==> config.mk <==
export PLATFORM = sky130hd
export DESIGN_NAME = gamepad_change_event_generator
export DESIGN_NICKNAME = d
export VERILOG_FILES = /design/src/gcev_pkg.sv /design/src/gcev_ram.sv /design/src/gcev_update.sv /design/src/gcev_emitter.sv /design/src/gamepad_change_event_generator.sv
export VERILOG_INCLUDE_DIRS = /design/src /design/src/src
export SDC_FILE = /design/constraint.sdc
export NUM_CORES = 1
export LEC_CHECK = 0
export BUFFER_PORTS_ARGS = -buffer_cell sky130_fd_sc_hd__buf_2
export CORE_MARGIN = 1.5
export CORE_UTILIZATION = 50
export CTS_BUF_LIST = sky130_fd_sc_hd__clkbuf_4
export DETAILED_ROUTE_END_ITERATION = 16
export GPL_ROUTABILITY_DRIVEN = 1
export GPL_TIMING_DRIVEN = 0
export PLACE_DENSITY = 0.64
export SLEW_MARGIN = 20
export SYNTH_ARGS = -nofsm -noshare
export SYNTH_HDL_FRONTEND = slang
export SYNTH_SLANG_ARGS = --single-unit
==> constraint.sdc <==
create_clock -name clk -period 51.9 [get_ports clk]
set_input_delay 7.785 -clock clk [delete_from_list [all_inputs] [get_ports clk]]
set_output_delay 7.785 -clock clk [all_outputs]
set_load 0.02 [all_outputs]
==> src/gamepad_change_event_generator_assert.svh <==
// assertion macros for the gamepad change event generator
`ifndef GAMEPAD_CHANGE_EVENT_GENERATOR_ASSERT_SVH
`define GAMEPAD_CHANGE_EVENT_GENERATOR_ASSERT_SVH

`ifndef SYNTHESIS
// checked outside reset
`define GCEV_ASSERT(lbl, prop, msg) \
  lbl: assert property (@(posedge clk) disable iff (rst) prop) else $error(msg);
// checked during reset as well
`define GCEV_ASSERT_RST(lbl, prop, msg) \
  lbl: assert property (@(posedge clk) prop) else $error(msg);
`else
`define GCEV_ASSERT(lbl, prop, msg)
`define GCEV_ASSERT_RST(lbl, prop, msg)
`endif

`endif

==> src/gcev_pkg.sv <==
package gcev_pkg;

  localparam int NUM_AXES = 6;
  localparam int AXIS_W = 3;
  localparam logic [15:0] MAPPED_BITS = 16'hF3FF;
  localparam logic [31:0] PKT_ALL_ONES = 32'hFFFF_FFFF;

  typedef enum logic [2:0] {
    EV_ADDED   = 3'd0,
    EV_REMOVED = 3'd1,
    EV_DOWN    = 3'd2,
    EV_UP      = 3'd3,
    EV_AXIS    = 3'd4
  } ev_kind_t;

  typedef struct packed {
    logic [1:0]         pad_slot;
    logic               present;
    logic [31:0]        packet_number;
    logic [15:0]        buttons;
    logic signed [15:0] left_x;
    logic signed [15:0] left_y;
    logic signed [15:0] right_x;
    logic signed [15:0] right_y;
    logic [7:0]         left_trigger;
    logic [7:0]         right_trigger;
  } report_t;

  typedef struct packed {
    logic [2:0]         event_kind;
    logic [1:0]         pad_id;
    logic [3:0]         event_code;
    logic signed [15:0] axis_level;
    logic               last_of_run;
  } evt_t;

  typedef struct packed {
    logic                           connected;
    logic [31:0]                    prev_packet;
    logic [15:0]                    prev_buttons;
    logic [NUM_AXES-1:0][15:0]      axes;
  } slot_state_t;

  // work handed from the update stage to the emitter
  typedef struct packed {
    logic [1:0]                slot;
    logic                      conn_ev;
    logic                      conn_removed;
    logic [15:0]               btn_mask;
    logic [15:0]               btn_new;
    logic [NUM_AXES-1:0]       axis_mask;
    logic [NUM_AXES-1:0][15:0] axes;
  } load_t;

  function automatic logic [3:0] btn_code(input logic [3:0] bit_idx);
    logic [3:0] code;
    case (bit_idx)
      4'd0:    code = 4'd11;
      4'd1:    code = 4'd12;
      4'd2:    code = 4'd13;
      4'd3:    code = 4'd14;
      4'd4:    code = 4'd6;
      4'd5:    code = 4'd4;
      4'd6:    code = 4'd7;
      4'd7:    code = 4'd8;
      4'd8:    code = 4'd9;
      4'd9:    code = 4'd10;
      4'd13:   code = 4'd1;
      4'd14:   code = 4'd2;
      4'd15:   code = 4'd3;
      default: code = 4'd0;
    endcase
    return code;
  endfunction

  // floor(x * 32767 / 255) = 128x + floor(127x / 255)
  function automatic logic [15:0] trig_scale(input logic [7:0] x);
    logic [15:0] n;
    logic [16:0] q;
    n = 16'(x) * 16'd127;
    q = 17'(n) + 17'd1 + 17'(n >> 8);
    return {1'b0, x, 7'd0} + {8'd0, q[15:8]};
  endfunction

endpackage

==> src/gcev_ram.sv <==
module gcev_ram #(
  parameter int WIDTH = 8,
  parameter int DEPTH = 4,
  parameter int AW = (DEPTH > 1) ? $clog2(DEPTH) : 1
) (
  input  logic             clk,
  input  logic             we,
  input  logic [AW-1:0]    waddr,
  input  logic [WIDTH-1:0] wdata,
  input  logic             re,
  input  logic [AW-1:0]    raddr,
  output logic [WIDTH-1:0] rdata
);

  logic [WIDTH-1:0] mem [DEPTH];

  always_ff @(posedge clk) begin
    if (we) begin
      mem[waddr] <= wdata;
    end
    if (re) begin
      rdata <= mem[raddr];
    end
  end

endmodule

==> src/gcev_update.sv <==
module gcev_update (
  input  gcev_pkg::report_t     item,
  input  gcev_pkg::slot_state_t cur,
  input  logic                  in_range,
  output logic                  wr_en,
  output gcev_pkg::slot_state_t nxt,
  output gcev_pkg::load_t       ld
);

  logic [gcev_pkg::NUM_AXES-1:0][15:0] ax;
  logic [31:0]                         pkt_last;

  always_comb begin
    ax[0] = $unsigned(item.left_x);
    ax[1] = ~$unsigned(item.left_y);
    ax[2] = $unsigned(item.right_x);
    ax[3] = ~$unsigned(item.right_y);
    ax[4] = gcev_pkg::trig_scale(item.left_trigger);
    ax[5] = gcev_pkg::trig_scale(item.right_trigger);
  end

  assign pkt_last = cur.connected ? cur.prev_packet : gcev_pkg::PKT_ALL_ONES;

  always_comb begin
    nxt = cur;
    wr_en = 1'b0;
    ld = '0;
    ld.slot = item.pad_slot;
    if (in_range) begin
      if (!item.present) begin
        if (cur.connected) begin
          wr_en = 1'b1;
          nxt = '0;
          ld.conn_ev = 1'b1;
          ld.conn_removed = 1'b1;
        end
      end else begin
        wr_en = 1'b1;
        nxt.connected = 1'b1;
        nxt.prev_packet = pkt_last;
        ld.conn_ev = !cur.connected;
        if (item.packet_number != pkt_last) begin
          nxt.prev_packet = item.packet_number;
          nxt.prev_buttons = item.buttons;
          nxt.axes = ax;
          ld.btn_mask = (item.buttons ^ cur.prev_buttons) & gcev_pkg::MAPPED_BITS;
          ld.btn_new = item.buttons;
          ld.axes = ax;
          for (int a = 0; a < gcev_pkg::NUM_AXES; a++) begin
            ld.axis_mask[a] = (ax[a] != cur.axes[a]);
          end
        end
      end
    end
  end

endmodule

==> src/gcev_emitter.sv <==
`include "gamepad_change_event_generator_assert.svh"

module gcev_emitter (
  input  logic            clk,
  input  logic            rst,
  input  logic            ld_valid,
  input  gcev_pkg::load_t ld,
  output logic            free,
  output logic            evt_valid,
  input  logic            evt_ready,
  output gcev_pkg::evt_t  evt
);

  logic                                conn_pend;
  logic                                conn_removed;
  logic [15:0]                         btn_mask;
  logic [15:0]                         btn_new;
  logic [gcev_pkg::NUM_AXES-1:0]       axis_mask;
  logic [gcev_pkg::NUM_AXES-1:0][15:0] axes;
  logic [1:0]                          slot;

  logic [15:0]                   btn_rest;
  logic [gcev_pkg::NUM_AXES-1:0] axis_rest;
  logic [3:0]                    btn_idx;
  logic [gcev_pkg::AXIS_W-1:0]   ax_idx;
  logic                          any_pend;
  logic                          can_issue;
  logic                          sel_last;
  gcev_pkg::evt_t                sel;

  assign btn_rest  = btn_mask & (btn_mask - 16'd1);
  assign axis_rest = axis_mask & (axis_mask - gcev_pkg::NUM_AXES'(1));
  assign any_pend  = conn_pend || (btn_mask != '0) || (axis_mask != '0);
  assign can_issue = any_pend && (!evt_valid || evt_ready);
  assign free      = !any_pend || (can_issue && sel_last);

  // lowest pending bit first
  always_comb begin
    btn_idx = '0;
    for (int i = 15; i >= 0; i--) begin
      if (btn_mask[i]) begin
        btn_idx = 4'(i);
      end
    end
    ax_idx = '0;
    for (int i = gcev_pkg::NUM_AXES - 1; i >= 0; i--) begin
      if (axis_mask[i]) begin
        ax_idx = gcev_pkg::AXIS_W'(i);
      end
    end
  end

  always_comb begin
    sel = '0;
    sel.pad_id = slot;
    if (conn_pend) begin
      sel.event_kind = conn_removed ? gcev_pkg::EV_REMOVED : gcev_pkg::EV_ADDED;
      sel_last = (btn_mask == '0) && (axis_mask == '0);
    end else if (btn_mask != '0) begin
      sel.event_kind = btn_new[btn_idx] ? gcev_pkg::EV_DOWN : gcev_pkg::EV_UP;
      sel.event_code = gcev_pkg::btn_code(btn_idx);
      sel_last = (btn_rest == '0) && (axis_mask == '0);
    end else begin
      sel.event_kind = gcev_pkg::EV_AXIS;
      sel.event_code = 4'(ax_idx);
      sel.axis_level = $signed(axes[ax_idx]);
      sel_last = (axis_rest == '0);
    end
    sel.last_of_run = sel_last;
  end

  always_ff @(posedge clk) begin
    if (rst) begin
      conn_pend <= 1'b0;
      btn_mask <= '0;
      axis_mask <= '0;
      evt_valid <= 1'b0;
    end else begin
      if (ld_valid && free) begin
        conn_pend <= ld.conn_ev;
        btn_mask <= ld.btn_mask;
        axis_mask <= ld.axis_mask;
      end else if (can_issue) begin
        if (conn_pend) begin
          conn_pend <= 1'b0;
        end else if (btn_mask != '0) begin
          btn_mask <= btn_rest;
        end else begin
          axis_mask <= axis_rest;
        end
      end
      if (can_issue) begin
        evt_valid <= 1'b1;
      end else if (evt_ready) begin
        evt_valid <= 1'b0;
      end
    end
  end

  always_ff @(posedge clk) begin
    if (ld_valid && free) begin
      conn_removed <= ld.conn_removed;
      btn_new <= ld.btn_new;
      axes <= ld.axes;
      slot <= ld.slot;
    end
    if (can_issue) begin
      evt <= sel;
    end
  end

  `GCEV_ASSERT_RST(a_rst_idle, rst |=> !evt_valid && !conn_pend, "emitter not idle after reset")
  `GCEV_ASSERT(a_axis_code, evt_valid && evt.event_kind == gcev_pkg::EV_AXIS |-> evt.event_code < 4'd6, "axis event with bad index")
  `GCEV_ASSERT(a_conn_fields, evt_valid && (evt.event_kind == gcev_pkg::EV_ADDED || evt.event_kind == gcev_pkg::EV_REMOVED) |-> evt.event_code == 4'd0 && evt.axis_level == 16'sd0, "connection event with payload")

endmodule

==> src/gamepad_change_event_generator.sv <==
// channel  | valid / ready             | beat
// report   | report_valid/report_ready | gcev_pkg::report_t, one poll report
// evt      | evt_valid/evt_ready       | gcev_pkg::evt_t, one change event
//
// the slot memory is read at the report beat; the entry is updated and written back in the
// update stage as the report moves into the emitter, which sends one event beat per cycle
// unless evt stalls; a report holds the emitter until its last event (of at most 21) is sent,
// and one with none does not; evt_valid rises after the update stage and emitter registers
// reset clears per-slot valid flags at once, no clearing pass; a stalled evt holds the emitter
`include "gamepad_change_event_generator_assert.svh"

module gamepad_change_event_generator #(
  parameter int NUM_SLOTS = 4
) (
  input  logic              clk,
  input  logic              rst,
  input  logic              report_valid,
  output logic              report_ready,
  input  gcev_pkg::report_t report,
  output logic              evt_valid,
  input  logic              evt_ready,
  output gcev_pkg::evt_t    evt
);

  localparam int SLOT_W = (NUM_SLOTS > 1) ? $clog2(NUM_SLOTS) : 1;
  localparam int STATE_W = $bits(gcev_pkg::slot_state_t);

  logic                  accept;
  logic                  s1_valid;
  gcev_pkg::report_t     s1_item;
  logic                  s1_adv;
  logic                  rd_valid;
  logic                  fwd_hit;
  gcev_pkg::slot_state_t fwd_data;
  logic [NUM_SLOTS-1:0]  entry_valid;
  logic [SLOT_W-1:0]     rd_addr;
  logic [SLOT_W-1:0]     wr_addr;
  logic                  rd_in_range;
  logic                  s1_in_range;
  logic [STATE_W-1:0]    rdata;
  logic                  ram_we;
  gcev_pkg::slot_state_t cur;
  gcev_pkg::slot_state_t nxt;
  logic                  upd_wr;
  gcev_pkg::load_t       ld;
  logic                  emit_free;

  assign rd_addr     = SLOT_W'(report.pad_slot);
  assign wr_addr     = SLOT_W'(s1_item.pad_slot);
  assign rd_in_range = ({30'd0, report.pad_slot} < 32'(NUM_SLOTS));
  assign s1_in_range = ({30'd0, s1_item.pad_slot} < 32'(NUM_SLOTS));

  assign s1_adv       = s1_valid && emit_free;
  assign report_ready = !s1_valid || s1_adv;
  assign accept       = report_valid && report_ready;
  assign ram_we       = s1_adv && upd_wr;

  // same-slot write at the read edge is forwarded
  always_comb begin
    if (!s1_in_range) begin
      cur = '0;
    end else if (fwd_hit) begin
      cur = fwd_data;
    end else if (rd_valid) begin
      cur = gcev_pkg::slot_state_t'(rdata);
    end else begin
      cur = '0;
    end
  end

  always_ff @(posedge clk) begin
    if (rst) begin
      s1_valid <= 1'b0;
      entry_valid <= '0;
      fwd_hit <= 1'b0;
      rd_valid <= 1'b0;
    end else begin
      if (accept) begin
        s1_valid <= 1'b1;
        fwd_hit <= ram_we && (wr_addr == rd_addr);
        rd_valid <= rd_in_range && entry_valid[rd_addr];
      end else if (s1_adv) begin
        s1_valid <= 1'b0;
      end
      if (ram_we) begin
        entry_valid[wr_addr] <= 1'b1;
      end
    end
  end

  always_ff @(posedge clk) begin
    if (accept) begin
      s1_item <= report;
      fwd_data <= nxt;
    end
  end

  gcev_ram #(
    .WIDTH(STATE_W),
    .DEPTH(NUM_SLOTS)
  ) u_state_ram (
    .clk  (clk),
    .we   (ram_we),
    .waddr(wr_addr),
    .wdata(STATE_W'(nxt)),
    .re   (accept),
    .raddr(rd_addr),
    .rdata(rdata)
  );

  gcev_update u_update (
    .item    (s1_item),
    .cur     (cur),
    .in_range(s1_in_range),
    .wr_en   (upd_wr),
    .nxt     (nxt),
    .ld      (ld)
  );

  gcev_emitter u_emitter (
    .clk      (clk),
    .rst      (rst),
    .ld_valid (s1_adv),
    .ld       (ld),
    .free     (emit_free),
    .evt_valid(evt_valid),
    .evt_ready(evt_ready),
    .evt      (evt)
  );

  `GCEV_ASSERT_RST(a_rst_clear, rst |=> !s1_valid && entry_valid == '0, "pipeline not cleared by reset")
  `GCEV_ASSERT(a_range_nowrite, s1_valid && !s1_in_range |-> !ram_we, "write for a slot out of range")
  `GCEV_ASSERT(a_s1_hold, s1_valid && !s1_adv |=> s1_valid && $stable(s1_item), "update stage lost a stalled report")

endmodule

**After elaboration in Yosys (flattened, before gate mapping)**

Memory sizes are Yosys's and may differ from the RTL's. A register that Yosys moved wholly into a read port is not among the register bits.
Cells that the tools add are included.

- Bits in registers: 448
- Bits of input ports: 135
- Memory bits (writable): 580
- Memories kept: 2
- Word-level logic and storage cells: 175
- Latch bits: 0
- Bits in read-only memories: 64

- Order comparisons: 5
- $add $sub $neg: 8
- Reductions and logical operators: 34
- Multipliers: 2
- Bitwise logic cells: 7
- Mux-type cells: 65
- Shifts and indexed selects: 0
- Eq/ne operators: 10
- Divide/modulo/power cells: 0

Memories:

| name | depth | bits a word | rd ports | clocked after memory_dff | write ports | line | RTL |
|---|---|---|---|---|---|---|---|
| u_state_ram.mem | 4 | 145 | 1 | 1 | 1 | gcev_ram.sv:15 | `logic [WIDTH-1:0] mem [DEPTH];` |
| (name not given) | 16 | 4 | 1 | 0 | 0 | gcev_pkg.sv:57 | `case (bit_idx)` |

Operators with widths:

| kind | number |
|---|---|
| two-way mux 145 bit | 3 |
| two-way mux 144 bit | 2 |
| two-way mux 134 bit | 2 |
| inequality test 16 bit | 6 |
| two-way mux 16 bit | 5 |
| two-way mux 4 bit | 16 |
| binary-select mux 16 bit (select 3 bit) | 1 |
| adder 15 x 1 -> 16 bit, second input constant | 2 |
| adder 15 x 8 -> 16 bit | 2 |
| adder 16 x 7 -> 16 bit | 2 |
| zero test 16 bit | 2 |
| two-way mux 32 bit | 1 |
| inequality test 32 bit | 1 |
| NOT 16 bit | 2 |
| multiplier 8 x 7 -> 15 bit, second input constant | 2 |
| two-way mux 3 bit | 9 |
| two-way mux 6 bit | 4 |
| two-way mux 1 bit | 18 |
| AND 16 bit | 1 |
| nonzero test 16 bit | 1 |
| subtractor 16 x 1 -> 16 bit, second input constant | 1 |
| XOR 16 bit | 1 |
| zero test 6 bit | 2 |
| logical AND 1 bit | 10 |
| 21 further kinds | 35 |

**Longest topological paths before layout**

Gate-level depths: netlist (run 1).

- Word-level depth: 21
- Mapped depth: 34
- Gate-level depth less buffers: 33

**Modules after synthesis**

Synthesis (run 1) repeated with hierarchy kept, for this count alone.

- Cells, all modules: 3,130
- Area, all modules: 50,698.6 um^2

By module, submodules not included:

| module | instances | seq. area each (um^2) | area an instance (um^2) | cells each |
|---|---|---|---|---|
| gcev_ram | 1 | 21,770.9 | 25,275.5 | 906 |
| gamepad_change_event_generator | 1 | 8,428.1 | 10,053.4 | 489 |
| gcev_update | 1 | 0.0 | 8,212.9 | 1,173 |
| gcev_emitter | 1 | 4,714.5 | 7,156.9 | 562 |

**Worst setup path after synthesis (run 1)**

No wires, ideal clock.

- Path kind: input port to flip-flop
- Start: input evt_ready
- End: memory u_state_ram.mem[1][0] (netlist name) (enable)
- Data required time: 50.851 ns
- Library setup time: 1.049 ns
- Arrival time: 22.881 ns
- Setup slack: 27.970 ns
- Path buffers: 0
- Stages: 4
- Path through: nand2b_1 > a22o_4 > nand2_4 > nor4b_1

- Longest elaborated chain between the ends: 8

Ends and longest elaborated chain:

| item | line | RTL |
|---|---|---|
| start: declaration | gamepad_change_event_generator.sv:21 | `input logic evt_ready,` |
| logical OR 1 bit | gcev_emitter.sv:34 | `assign can_issue = any_pend && (!evt_valid \|\| evt_ready);` |
| logical AND 1 bit | gcev_emitter.sv:34 |  |
| logical AND 1 bit | gcev_emitter.sv:35 | `assign free = !any_pend \|\| (can_issue && sel_last);` |
| logical OR 1 bit | gcev_emitter.sv:35 |  |
| logical AND 1 bit | gamepad_change_event_generator.sv:53 | `assign s1_adv = s1_valid && emit_free;` |
| logical AND 1 bit | gamepad_change_event_generator.sv:56 | `assign ram_we = s1_adv && upd_wr;` |
| two-way mux 1 bit | gcev_ram.sv:18 | `if (we) begin` |
| two-way mux 1 bit (implied by the code) | gcev_ram.sv:19 | `mem[waddr] <= wdata;` |
| end: declaration | gcev_ram.sv:15 |  |

Every way passes these cells.

**Worst setup path after layout (run 1)**

- Start: input evt_ready
- End: output report_ready

- Longest elaborated chain between the ends: 6

Ends and longest elaborated chain:

| item | line | RTL |
|---|---|---|
| logical OR 1 bit | gcev_emitter.sv:34 |  |
| logical AND 1 bit | gcev_emitter.sv:34 |  |
| logical AND 1 bit | gcev_emitter.sv:35 |  |
| logical OR 1 bit | gcev_emitter.sv:35 |  |
| logical AND 1 bit | gamepad_change_event_generator.sv:53 |  |
| logical OR 1 bit | gamepad_change_event_generator.sv:54 | `assign report_ready = !s1_valid \|\| s1_adv;` |
| end: declaration | gamepad_change_event_generator.sv:18 | `output logic report_ready,` |

Every way passes these cells.

==> results of run 1 <==
-- worst min-delay path by stage --
stage | start | to | slack (ps) | cells past startpoint
final | u_emitter.slot[1]$_DFFE_PP_ | u_emitter.evt[22]$_DFFE_PP_ | 420 | 0
after global routing | u_emitter.slot[1]$_DFFE_PP_ | u_emitter.evt[22]$_DFFE_PP_ | 430 | 0
after CTS | u_emitter.slot[1]$_DFFE_PP_ | u_emitter.evt[22]$_DFFE_PP_ | 430 | 0
after detailed placement | u_emitter.slot[1]$_DFFE_PP_ | u_emitter.evt[22]$_DFFE_PP_ | 410 | 0
after global placement | u_emitter.slot[1]$_DFFE_PP_ | u_emitter.evt[22]$_DFFE_PP_ | 410 | 0
after floorplan | u_emitter.slot[0]$_DFFE_PP_ | u_emitter.evt[21]$_DFFE_PP_ | 400 | 0
-- stage by stage --
| step | setup slack [ps] | area (µm²) |
|---|---|---|
| 6_report | 35360 | 56800 |
| 5_1_grt | 35300 | 56800 |
| 4_1_cts | 35360 | 56800 |
| 3_5_place_dp | 35360 | 53200 |
| 3_3_place_gp | 12430 | 52300 |
| 2_1_floorplan | 27970 | 49900 |
-- kinds of logic after synthesis --
| kind of cell | after synthesis | share of synthesized area |
|---|---|---|
| simple gates | 510 | 0.0522 |
| xor+xnor | 184 | 0.0338 |
| flops | 1161 | 0.693 |
| mux | 194 | 0.0751 |
| compound gates | 577 | 0.0834 |
| fa+ha+maj | 141 | 0.0420 |
| buf+inv | 257 | 0.0208 |
-- flip-flops by register name, indices dropped and copies added (netlist names) --
register	cells
u_state_ram.mem	572
fwd_data	143
u_state_ram.rdata	143
s1_item	129
u_emitter.axes	96
u_emitter.evt	26
u_emitter.btn_mask	16
u_emitter.btn_new	16
u_emitter.axis_mask	6
entry_valid	4
u_emitter.slot	2
wr_addr	2
fwd_hit	1
rd_valid	1
s1_valid	1
u_emitter.conn_pend	1
u_emitter.conn_removed	1
u_emitter.evt_valid	1
-- critical path: stages --
cell      delay [ps]
buf_2            100
nand2b_1         260
a22o_4           300
inv_1             60
nand2_1           80
buf_2            170
-- layout make-up --
type                    instances  area [µm²]
fillers                      7740       41800
flip-flops and latches       1161       34600
multi-input cells            1606       14300
clock buffers                 429        3220
repair buffers                269        1610
well taps                    1287        1610
plain buffers                 143         618
inverters                     114         443
clock inverters                76         392
diodes                          8        20.0
-- layer usage --
layer  routed length (µm)  GRT usage  vias to the layer above
met4                 3880     0.0991                        4
met3                11100     0.0681                      269
met2                61200      0.402                     1471
met1                52600      0.337                    15191
met5                   26          0                        -
li1                     -          -                    13273
-- cells in the final DEF (no fill, tap or decap), types with 42 or more instances in the layout --
cell type	n
clkbuf_4	429
mux2i_1	49
nand2_1	60
xor2_1	60
mux4_2	144
a211oi_1	50
buf_4	42
o21bai_1	61
clkinv_1	51
fa_1	46
o21ai_0	55
xnor2_1	118
nor2_1	219
a21oi_1	81
ha_1	89
and2_1	57
clkbuf_1	74
buf_2	255
edfxtp_1	1130
a22oi_1	140
o22ai_1	63
inv_1	111
==> metrics.yaml, run 1 <==
endpoint_kind: "primary output"
synth_top_area_share: 0.680
die_y_um: 319
wl_per_cell_um: 25.3
worst_pin_slew_ps: 1180
post_cts_resized: 0
gp_congestion: 0.897
hold_class: "reg -> reg"
ys_types: 102
synthTopCellsByCount: "1130 x edfxtp_1, 219 x nor2_1, 144 x mux4_2"
post-route-min-period_ps: 16540
status: "finished clean"
synth_edf_count: 1130
h-tree-depth: 5
yosysSeqAreaShare: 0.693
synth_area_leader_cell: "edfxtp_1"
synth_ff_type: "edfxtp_1"
core-area_um2: 98600
reg2reg_to: "u_emitter.axis_mask[4]$_SDFFE_PP0P_"
grt_pass1_wl_um: 191000
setup_viol: 0
final_nets: 3878
synth.most_common_cell: "edfxtp_1"
path_clk_slew_ps: 50
r2r-start: "s1_item[9]$_DFFE_PP_"
dp_cells: 4580
finalCritPeriodShare: 0.319
postCtsSetupRepairBufs: 0
rows: 115
clk_path_buf_depth: 4
viasPerCell: 5.93
reg2regPathDepth: 29
worst_ep_arrival_time_ps: 8750
cts_buffers: 313
ctsHoldBuffers: 0
final_core_util: 0.576
syn_to_final_growth_pct: 13.9
criticalPathCategory: "in -> out"
finClkSkew_ps: 85.5
ant_nets: 0
fin_cells: 5093
die_w_um: 319
grt_pass1_vias: 30864
port_buffers: 162
die_area_um2: 102000
cp-endpoint: "report_ready"
tritoncts: "done"
drive_gt1_frac: 0.256
hold_violations: 0
firstDrtPassIters: 6
final.setup.tns_ps: 0
groute.usage.overall: 0.254
vias: 30208
pin_count: 163
antenna_found_initial: 5
rsz0062_at_grt: "no"
gr-total-overflow: 0
hpwlAfterDp_um: 88200
clock_latency_ps: 1200
holdWs_ps: 422
synthesis.area_um2: 49900
synth_area_leaders: "edfxtp_1 68%, mux4_2 6.5%, ha_1 2.2%"
initial_core_util: 0.506
syn_inst: 3024
cts_root_buffer: "clkbuf_4"
slew_viol_final: 0
crit_start: "evt_ready"
routed_wl_um: 129000
drtIter0Drc: 3274
rrSetupSlack_ps: 43190
relSlewSlack: 0.210
ys_async_sr_fraction: 0
drcViolationCount: 0
grt_max_degree: 119
yosysWarnings: 0
synth-seq-cells: 1161
clock-sinks: 1161
postSynthAreaPerCell_um2: 16.5
synth_fp_nets: 3294
required_ps: 44110
worstPathMaxFanout: 5
drv_cap: 0
fmax_mhz: 60.5
crit_path_start_kind: "primary input"
Power of run 1 is left out: the tool's default activity adds up to more than one toggle a clock period on the data nets, which glitch-free logic cannot reach.
==> run 2: changes to the inputs <==
PLACE_DENSITY = 0.67   (was 0.64)
clock period = 14.9 ns   (was 51.9 ns; I/O delays follow)
==> run 2 against run 1 <==
Worst hold slack worse by 34 ps. Non-clock buffer count down 3. Flip-flop and latch count unchanged. Global-route usage down 0.44 points. Critical path type is now reg -> reg. Critical endpoint is now u_emitter.axis_mask[4]$_SDFFE_PP0P_. Highest routed layer is now met4.
==> metrics.yaml, run 2 (synthesis gave the netlist of run 1 again) <==
status: "finished clean"
hold_class: "reg -> reg"
clock-sinks: 1161  # unchanged
antenna_found_initial: 5  # unchanged
viasPerCell: 5.96  # +0.42%
post_cts_resized: 0  # unchanged
min_from: "u_emitter.slot[0]$_DFFE_PP_"
port_buffers: 162  # unchanged
cts_root_buffer: "clkbuf_4"
initial_core_util: 0.506  # unchanged
core-area_um2: 98600  # unchanged
ant_nets: 0  # unchanged
largest_reg_flops: 572  # unchanged
place_ws_ps: 6290  # -29070 ps
gp_congestion: 0.903  # +0.66%
reg2regPathDepth: 29  # unchanged
ctsHoldBuffers: 0  # unchanged
worstPathMaxFanout: 7  # +2
hold_violations: 0  # unchanged
rrSetupSlack_ps: 6220  # -36970 ps
reg2reg_to: "u_emitter.axis_mask[4]$_SDFFE_PP0P_"
groute.usage.overall: 0.250  # -0.00443
postCtsSetupRepairBufs: 0  # unchanged
hpwlAfterDp_um: 86700  # -1.7%
post-route-min-period_ps: 8680
clock_latency_ps: 1160  # -40 ps
slew_viol_final: 0  # unchanged
path_clk_slew_ps: 60  # about the same
cp_common_cell: "fa_1"
dp_cells: 4577  # -0.066%
drv_cap: 0  # unchanged
h-tree-depth: 5  # unchanged
firstDrtPassIters: 8  # +2
endpoint_kind: "flip-flop"
cts_buffers: 313  # unchanged
fin_cells: 5101  # +0.16%
r2r-start: "s1_item[9]$_DFFE_PP_"
die_w_um: 319  # unchanged
final_nets: 3875  # -0.077%
holdWs_ps: 388  # -33.9 ps
finalCritPeriodShare: 0.582
slowest_delay_ps: 720  # +420 ps
required_ps: 15890  # -28220 ps
routed_wl_um: 126000  # -1.9%
wl_per_cell_um: 24.8  # -2.0%
worst_ep_arrival_time_ps: 9670  # +920 ps
clk_path_buf_depth: 4  # unchanged
min_path_cells: 0  # unchanged
drive_gt1_frac: 0.251  # -0.00481
finClkSkew_ps: 83.7  # -1.76 ps
mostFrequentLayoutCell: "edfxtp_1"
drcViolationCount: 0  # unchanged
die_area_um2: 102000  # unchanged
worst_pin_slew_ps: 1220  # +36.5 ps
final_core_util: 0.577  # +0.000647
grt_pass1_wl_um: 189000  # -0.83%
cp_slowest_cell: "xnor2_1"
fmax_mhz: 115
criticalPathCategory: "reg -> reg"
vias: 30382  # +0.58%
crit_path_start_kind: "flip-flop"
top_register: "u_state_ram.mem"
grt_pass1_vias: 30884  # +0.065%
pin_count: 163  # unchanged
largestRegisters: "u_state_ram.mem: 572 flops, fwd_data: 143 flops, u_state_ram.rdata: 143 flops"
syn_to_final_growth_pct: 14.0
min_to: "u_emitter.evt[21]$_DFFE_PP_"
rsz0062_at_grt: "no"
setup_viol: 0  # unchanged
gr-total-overflow: 0  # unchanged
relSlewSlack: 0.186  # -0.0244
layout_common_cells: "1130 x edfxtp_1, 420 x clkbuf_4, 263 x buf_2"
die_y_um: 319  # unchanged
grt_max_degree: 119  # unchanged
timing.final.ws_setup_ps: 6220  # -29140 ps
rows: 115  # unchanged
tritoncts: "done"
drtIter0Drc: 3177  # -3.0%
[run 2: changes by cell type in the layout (fill, tap and decap cells not counted), sizes merged]
cell      previous run  this run
buf                330       327
diode                8         7
clkinvlp             1         0
clkbuf             511       502
inv                119       118
bufinv               3         7
clkinv              67        86
[run 2: layout make-up]
| cell class | instances | area, µm² |
|---|---|---|
| diodes | 7 | 17.5 |
| clock buffers | 420 | 3150 |
| well taps | 1287 | 1610 |
| flip-flops and latches | 1161 | 34600 |
| inverters | 114 | 443 |
| multi-input cells | 1606 | 14300 |
| fillers | 7596 | 41700 |
| clock inverters | 97 | 569 |
| plain buffers | 143 | 617 |
| repair buffers | 266 | 1570 |
[run 2: worst max-delay path by stage]
stage	from	to	slack, ps	depth (start not counted)
final	s1_item[9]$_DFFE_PP_	u_emitter.axis_mask[4]$_SDFFE_PP0P_	6220	29
after global routing	s1_item[9]$_DFFE_PP_	u_emitter.axis_mask[4]$_SDFFE_PP0P_	5820	30
after CTS	s1_item[6]$_DFFE_PP_	u_emitter.axis_mask[5]$_SDFFE_PP0P_	6250	34
after detailed placement	s1_item[6]$_DFFE_PP_	u_emitter.axis_mask[5]$_SDFFE_PP0P_	6290	34
after global placement	evt_ready	u_state_ram.mem[2][61]$_DFFE_PP_	-18460	5
after floorplan	evt_ready	u_state_ram.mem[1][0]$_DFFE_PP_	-3480	4
[run 2: worst max-delay path, delay by kind of cell (launching register included)]
family	cells	cell delay [ps]
DFF	1	480
and+or+nand+nor	6	1000
AOI/OAI and AO/OA	9	1960
adders and majority gates	7	3080
buffers and inverters	4	640
xor gates and xnor gates	3	1370
[run 2: metal layers]
metal	up-vias	routed length (µm)	part of all wire	track usage
met3	250	10400	0.082	0.0499
met5	-	0	0	0
met1	15365	52100	0.41	0.342
met2	1505	60300	0.48	0.396
met4	0	3650	0.029	0.0958
li1	13262	-	-	-
[run 2: per-stage QoR]
step           TNS [ps]  instance area [µm²]
6_report              0                56900
5_1_grt               0                56900
4_1_cts               0                56800
3_5_place_dp          0                53100
3_3_place_gp   -8004080                52300
2_1_floorplan  -1334340                49900
Power of run 2 is left out for the same reason.
